$ cat src/design/assert_macros.svh
// ---------------------------------------------------------------------------
// Assertion macros
// Shared concurrent assertion wrappers, clocked on clk_i, reset on rst_ni.
// ---------------------------------------------------------------------------
`ifndef ASSERT_MACROS_SVH
`define ASSERT_MACROS_SVH

// Checked only while out of reset.
`define TSW_ASSERT(name, prop) \
  name: assert property (@(posedge clk_i) disable iff (!rst_ni) (prop)) \
    else $error("tsw assertion failed");

// Same, with a caller supplied message.
`define TSW_ASSERT_MSG(name, prop, msg) \
  name: assert property (@(posedge clk_i) disable iff (!rst_ni) (prop)) \
    else $error(msg);

`endif

$ cat src/design/tsw_pkg.sv
// ---------------------------------------------------------------------------
// tsw_pkg
// Types and constants of the three source collision watchdog.
// ---------------------------------------------------------------------------
package tsw_pkg;

  localparam int unsigned NumSources = 3;
  localparam int unsigned CntW       = 8;

  localparam logic [CntW-1:0] CntMax       = '1;
  localparam logic [CntW-1:0] TimeoutReset = 8'd15;  // 15 ticks

  typedef enum logic [1:0] {
    ActReport = 2'd0,
    ActTick   = 2'd1,
    ActStart  = 2'd2,
    ActStop   = 2'd3
  } action_e;

  typedef enum logic [2:0] {
    CauseNone         = 3'd0,
    CauseCollJoint    = 3'd1,
    CauseCollFinger   = 3'd2,
    CauseCollForce    = 3'd3,
    CauseTimeoutJoint = 3'd4,
    CauseTimeoutFinger = 3'd5,
    CauseTimeoutForce = 3'd6
  } cause_e;

  // Captured input word.
  typedef struct packed {
    logic [1:0]            action;
    logic [1:0]            source;
    logic                  collision_flag;
    logic [NumSources-1:0] enables;  // bit 0 joint, 1 finger, 2 force
  } in_word_t;

  // Result word.
  typedef struct packed {
    logic       stop_raised;
    logic [2:0] cause;
    logic       stop_detector;
    logic       start_detector;
    logic       heartbeat_valid;
    logic       heartbeat;
    logic       armed;
  } res_word_t;

endpackage

$ cat src/design/three_source_collision_watchdog.sv
// ---------------------------------------------------------------------------
// three_source_collision_watchdog
// Latching watchdog over the joint, finger and force collision detectors.
// ---------------------------------------------------------------------------
//
//  channel | direction | handshake                  | payload
//  --------+-----------+----------------------------+-------------------------
//  in      | input     | in_valid_i / in_ready_o    | action, source, flags
//  out     | output    | out_valid_o / out_ready_i  | stop, cause, requests, hb
//  cfg     | input     | cfg_we_i (no wait)         | cfg_wdata_i = timeout
//
//  One word in, one word out, one word per cycle sustained unless the
//  output stalls. An input register feeds the state update, whose result
//  lands in the output register; it is a few 8-bit increments and compares.
//  Reset clears the armed flag, the source enables and the silence counters
//  and loads the timeout with 15 ticks. A stalled output holds the output
//  register; the input register then fills and in_ready_o drops.
//
`include "assert_macros.svh"

module three_source_collision_watchdog (
  input  logic       clk_i,
  input  logic       rst_ni,
  // input channel
  input  logic       in_valid_i,
  output logic       in_ready_o,
  input  logic [1:0] action_i,
  input  logic [1:0] source_i,
  input  logic       collision_flag_i,
  input  logic       enable_joint_i,
  input  logic       enable_finger_i,
  input  logic       enable_force_i,
  // output channel
  output logic       out_valid_o,
  input  logic       out_ready_i,
  output logic       stop_raised_o,
  output logic [2:0] cause_o,
  output logic       stop_detector_o,
  output logic       start_detector_o,
  output logic       heartbeat_valid_o,
  output logic       heartbeat_o,
  output logic       armed_o,
  // configuration
  input  logic       cfg_we_i,
  input  logic [tsw_pkg::CntW-1:0] cfg_wdata_i
);
  import tsw_pkg::*;

  // Input register
  logic     in_valid_q;
  in_word_t in_q;
  logic     advance;

  // Watchdog state
  logic                  armed_q, armed_d;
  logic [NumSources-1:0] en_q, en_d;
  logic [CntW-1:0]       cnt_q [NumSources];
  logic [CntW-1:0]       cnt_d [NumSources];
  logic [CntW-1:0]       timeout_q;

  // Output register
  logic      out_valid_q;
  res_word_t res_q, res_d;

  // Report hit and tick scan helpers
  logic [NumSources:0] src_en;   // padded so the unused source code reads 0
  logic                hit;
  logic                found;

  // The processing stage fires when the output register is free or draining.
  assign advance    = in_valid_q && (!out_valid_q || out_ready_i);
  assign in_ready_o = !in_valid_q || advance;

  always_ff @(posedge clk_i or negedge rst_ni) begin
    if (!rst_ni) begin
      in_valid_q <= 1'b0;
    end else if (in_ready_o) begin
      in_valid_q <= in_valid_i;
    end
  end

  always_ff @(posedge clk_i) begin
    if (in_valid_i && in_ready_o) begin
      in_q.action         <= action_i;
      in_q.source         <= source_i;
      in_q.collision_flag <= collision_flag_i;
      in_q.enables        <= {enable_force_i, enable_finger_i, enable_joint_i};
    end
  end

  // Next state and result for the word in the input register.
  assign src_en = {1'b0, en_q};
  assign hit    = armed_q && src_en[in_q.source];

  always_comb begin
    armed_d = armed_q;
    en_d    = en_q;
    cnt_d   = cnt_q;
    res_d   = '0;
    found   = 1'b0;
    case (action_e'(in_q.action))
      ActReport: begin
        // A report from an enabled source while armed clears its counter, even when
        // it is the collision that disarms us.
        for (int i = 0; i < NumSources; i++) begin
          if (hit && in_q.source == 2'(i)) begin
            cnt_d[i] = '0;
          end
        end
        if (hit && in_q.collision_flag) begin
          armed_d             = 1'b0;
          res_d.stop_raised   = 1'b1;
          res_d.cause         = 3'(CauseCollJoint) + 3'(in_q.source);
          res_d.stop_detector = 1'b1;
        end
      end
      ActTick: begin
        for (int i = 0; i < NumSources; i++) begin
          if (en_q[i] && cnt_q[i] != CntMax) begin
            cnt_d[i] = cnt_q[i] + 1'b1;
          end
        end
        // Joint first, then finger, then force: first timeout wins.
        if (armed_q) begin
          for (int i = 0; i < NumSources; i++) begin
            if (!found && en_q[i] && cnt_d[i] > timeout_q) begin
              found               = 1'b1;
              armed_d             = 1'b0;
              res_d.stop_raised   = 1'b1;
              res_d.cause         = 3'(CauseTimeoutJoint) + 3'(i);
              res_d.stop_detector = 1'b1;
            end
          end
        end
        res_d.heartbeat_valid = 1'b1;
        res_d.heartbeat       = !armed_d;
      end
      ActStart: begin
        en_d = in_q.enables;
        for (int i = 0; i < NumSources; i++) begin
          cnt_d[i] = '0;
        end
        armed_d              = 1'b1;
        res_d.start_detector = 1'b1;
      end
      ActStop: begin
        armed_d             = 1'b0;
        res_d.stop_detector = 1'b1;
      end
      default: begin
        armed_d = armed_q;
      end
    endcase
    res_d.armed = armed_d;
  end

  always_ff @(posedge clk_i or negedge rst_ni) begin
    if (!rst_ni) begin
      armed_q <= 1'b0;
      en_q    <= '0;
      for (int i = 0; i < NumSources; i++) begin
        cnt_q[i] <= '0;
      end
    end else if (advance) begin
      armed_q <= armed_d;
      en_q    <= en_d;
      cnt_q   <= cnt_d;
    end
  end

  // Timeout register; to be written only while the block is idle, which the block itself does not enforce.
  always_ff @(posedge clk_i or negedge rst_ni) begin
    if (!rst_ni) begin
      timeout_q <= TimeoutReset;
    end else if (cfg_we_i) begin
      timeout_q <= cfg_wdata_i;
    end
  end

  // Output register
  always_ff @(posedge clk_i or negedge rst_ni) begin
    if (!rst_ni) begin
      out_valid_q <= 1'b0;
    end else if (advance) begin
      out_valid_q <= 1'b1;
    end else if (out_ready_i) begin
      out_valid_q <= 1'b0;
    end
  end

  always_ff @(posedge clk_i) begin
    if (advance) begin
      res_q <= res_d;
    end
  end

  assign out_valid_o       = out_valid_q;
  assign stop_raised_o     = res_q.stop_raised;
  assign cause_o           = res_q.cause;
  assign stop_detector_o   = res_q.stop_detector;
  assign start_detector_o  = res_q.start_detector;
  assign heartbeat_valid_o = res_q.heartbeat_valid;
  assign heartbeat_o       = res_q.heartbeat;
  assign armed_o           = res_q.armed;

  // A raised stop always disarms, names a cause and asks for a detector stop.
  `TSW_ASSERT(a_stop_consistent, out_valid_o && stop_raised_o |-> !armed_o && stop_detector_o && cause_o != 3'(CauseNone))

  // The armed bit of a fresh result matches the armed state that the update left behind.
  `TSW_ASSERT_MSG(a_armed_tracks_state, advance |=> armed_o == armed_q, "armed result out of step with state")

  // A heartbeat is only shown on tick results and mirrors the disarmed state.
  `TSW_ASSERT(a_heartbeat, out_valid_o && heartbeat_valid_o |-> heartbeat_o == !armed_o)

endmodule

$ cat config.mk
export PLATFORM = sky130hd
export DESIGN_NAME = three_source_collision_watchdog
export DESIGN_NICKNAME = d
export VERILOG_FILES = /design/src/design/tsw_pkg.sv /design/src/design/three_source_collision_watchdog.sv
export VERILOG_INCLUDE_DIRS = /design/src /design/src/design
export SDC_FILE = /design/constraint.sdc
export NUM_CORES = 1
export LEC_CHECK = 0
export ABC_CLOCK_PERIOD_IN_PS = 5400
export BUFFER_PORTS_ARGS = -buffer_cell sky130_fd_sc_hd__buf_2
export CAP_MARGIN = 40
export CELL_PAD_IN_SITES_DETAIL_PLACEMENT = 0
export CELL_PAD_IN_SITES_GLOBAL_PLACEMENT = 1
export CORE_ASPECT_RATIO = 0.9
export CORE_MARGIN = 4
export CORE_UTILIZATION = 40
export DETAILED_ROUTE_END_ITERATION = 10
export GPL_TIMING_DRIVEN = 0
export HOLD_SLACK_MARGIN = 0.02
export PLACE_DENSITY_LB_ADDON = 0.12
export SLEW_MARGIN = 20
export SYNTH_ARGS = -nofsm -noshare
export SYNTH_HDL_FRONTEND = slang
export SYNTH_SLANG_ARGS = --single-unit
$ cat constraint.sdc
create_clock -name clk_i -period 5.4 [get_ports clk_i]
set_input_delay 0.27 -clock clk_i [delete_from_list [all_inputs] [get_ports clk_i]]
set_output_delay 0.27 -clock clk_i [all_outputs]
set_load 0.1 [all_outputs]
==> metrics <==
Final Max Tran Viols 0; Starting DRT DRC Count 84; Sw Share 35.29%; Mapped Area 3401 sq um; relative slew slack 56.91%; synth-to-layout area growth 12.58%; Final period util 65.42%; VDD IR max 0.1166 mV; final core utilization 47.00%; FF-to-FF Start cnt_q[8]; NumNets Final 431; Yosys warning total 0; hold_ws 0.1257 ns; share of cells above drive strength 1 15.53%; Sw Pwr 0.0004107 W; Setup crit end cause_o[0]; via count 2684; CP startpoint kind flip-flop; CP required 5.57 ns; Max clock buf depth 2; CTS tree yes; minimum clock period 3.533 ns; clock share of power 24.2%; Max Clk Rate 0.2831 GHz; EDFF count, synth 17; Flop pwr share 45.6%; # Post-CTS Setup Buffers 0; clock latency on the worst-skew pair 0.31 ns; Critical Path AT 3.70 ns; CP max-delay cell or4_1; Syn Inst Count 339; DRC viols 0; Critical Path Most Common Cell ha_1; antenna violations before repair 0; setup TNS 0 ns; port bufs 31; sequential fraction of the synthesis area 43.12%; gpl congestion 0.7707; DP HPWL 6117 um; grt ovf 0; syn_nets 391; num ports 32; Slew @ Worst Pin 0.6464 ns; number of diodes 0; Fillers 754; largest area contributor in the netlist dfrtp_1; Synth area leaders dfrtp_1, edfxtp_1, ha_1; ANT nets after route 0; Core ar. 8145 sq um; final hold viol count 0; final wirelength 8125 um; clk root buf clkbuf_8; Async S/R FF share, synth 69.09%; status completed; PD cells 304.0 nW/um^2; Avg Vias per Cell 5.603; reg2reg setup slack 1.87 ns; cts repair resizes 0; Max-cap violations 0; Hold Path Class in -> reg; CTS Buf Count 5; vias in the first global route 2568; global-route wire length before repair 13340 um; critical path depth in cells 12; unrepaired setup endpoints after global routing no; Total Die Area 10040 sq um; Yosys reg bits 55; Leak 1.745 nW; post-synth top area share 25.02%; hold_buf cts 1; most numerous cell in the Yosys netlist nand2_1; Netlist cell types 49; largest net degree at the start of global routing 21; setup violators final 0; Worst Path Max Fanout 6; Routed wire per std cell 16.96 um; Sink Count 55; Critical Path Sink Type flip-flop; crit-path leading delay family simple AND/OR/NAND/NOR gates; internal power 0.0007531 W; total power draw 0.001164 W; Max Clock Skew 0.004295 ns; worst flop-to-flop path endpoint cause_o[0]; 1st-pass router iterations 5; WS Path Type reg -> reg; CP peak stage delay 0.51 ns; Total Routing Usage GR 17.04%; die height 95.48 um; setup ws final 1.867 ns; Worst Setup SP cnt_q[8]; Comb pwr share 30.2%; cell count of the worst reg-to-reg path 12; syn_area_per_cell 10.03 sq um; WP buf/inv 0; worst-path cell chain ha_1, nand2_1, o31ai_2, nor3_1, nand3_1, xnor2_1, ha_1, nand4_1, or3b_1, o22a_1, or4_1, o21ai_1; Std-Cell Rows 31; register clock-pin slew on the reported worst setup and hold paths 0.10 ns; Initial Util 41.75%; synth cell count leaders nand2_1, dfrtp_1, ha_1; Setup WS pre-CTS 1.877 ns; Synth Flop Type dfrtp_1; Die Wd 105.2 um; H-tree Lvls 2
-- state kept, by name, indices dropped and copies added, names as in the netlist, 3 cells and up --
name,flops
cnt_q,24
in_q,8
timeout_q,8
cause_o,3
en_q,3
-- worst reg2reg max path, delay by kind of cell, from the launching register on --
family	cells	cell delay [ns]
compound gates	3	0.46
simple gates	6	1.73
fa+ha+maj	2	0.58
flops	1	0.46
xor+xnor	1	0.18
-- cells by family after synthesis --
kind of cell | count (synthesis) | share of synthesized area (%)
fa+ha+maj | 31 | 11.41
compound gates | 88 | 18.36
xor+xnor | 16 | 4.121
buf+inv | 20 | 2.355
simple gates | 121 | 18.03
flops | 55 | 43.12
mux | 8 | 2.612
-- placed cells by master, fill, tap and decap left out, types with 4 or more instances in the layout --
| cell | n |
|---|---|
| nand2_1 | 40 |
| buf_2 | 35 |
| dfrtp_1 | 34 |
| ha_1 | 31 |
| nor2_1 | 18 |
| edfxtp_1 | 17 |
| o21ai_0 | 15 |
| a21oi_1 | 14 |
| xnor2_1 | 13 |
| nand4_1 | 11 |
| and3_1 | 11 |
| nand3_1 | 10 |
| inv_1 | 10 |
| a22o_1 | 10 |
| a31oi_1 | 8 |
| mux2_2 | 6 |
| nor3_1 | 6 |
| a211o_1 | 6 |
| a21o_1 | 6 |
| and2_1 | 5 |
| nand2b_1 | 5 |
| o22a_1 | 5 |
| clkbuf_8 | 5 |
| o211ai_1 | 4 |
| and4_1 | 4 |
| dfstp_2 | 4 |
-- worst min path at each step --
stage / start / end / slack [ns] / depth (start not counted)
floorplan: rst_ni / armed_q / -0.03 / 0
global placement: action_i[1] / in_q[7] / 0.45 / 1
detailed placement: rst_ni / cnt_q[21] / 0.27 / 1
CTS: action_i[0] / in_q[6] / 0.12 / 1
global route: enable_joint_i / in_q[0] / 0.11 / 1
finish: enable_finger_i / in_q[1] / 0.13 / 1
-- per-layer routing --
layer / track usage [%] / share of wire (%) / vias up
met5: 0 / 0 / -
met3: 2.437 / 3.9 / 7
met1: 24.87 / 51 / 1272
li1: - / - / 1358
met2: 26.65 / 44 / 47
met4: 4.262 / 1.0 / 0
-- through the flow --
step	area (sq um)	instances
3_3_place_gp	3680	469
2_1_floorplan	3401	339
6_report	3829	479
4_1_cts	3829	479
5_1_grt	3829	479
3_5_place_dp	3707	470
-- cell type report --
type	instances	area [sq um]	share of cell area, %
clock buffers	5	68.82	1.797
flip-flops and latches	55	1466	38.30
repair buffers	33	192.7	5.033
well taps	99	123.9	3.235
inverters	13	48.80	1.275
clock inverters	3	42.54	1.111
plain buffers	7	31.28	0.8170
multi-input cells	264	1854	48.43
-- power groups by stage --
stage	logic [W]	clock network (W)	registers, W
floorplan	0.000222	0	0.000569
global placement	0.000340	0	0.000538
detailed placement	0.000349	0	0.000538
CTS	0.000353	0.000291	0.000530
global route	0.000396	0.000313	0.000539
finish	0.000351	0.000282	0.000530
Note: power is estimated with default switching activity, not from simulation.
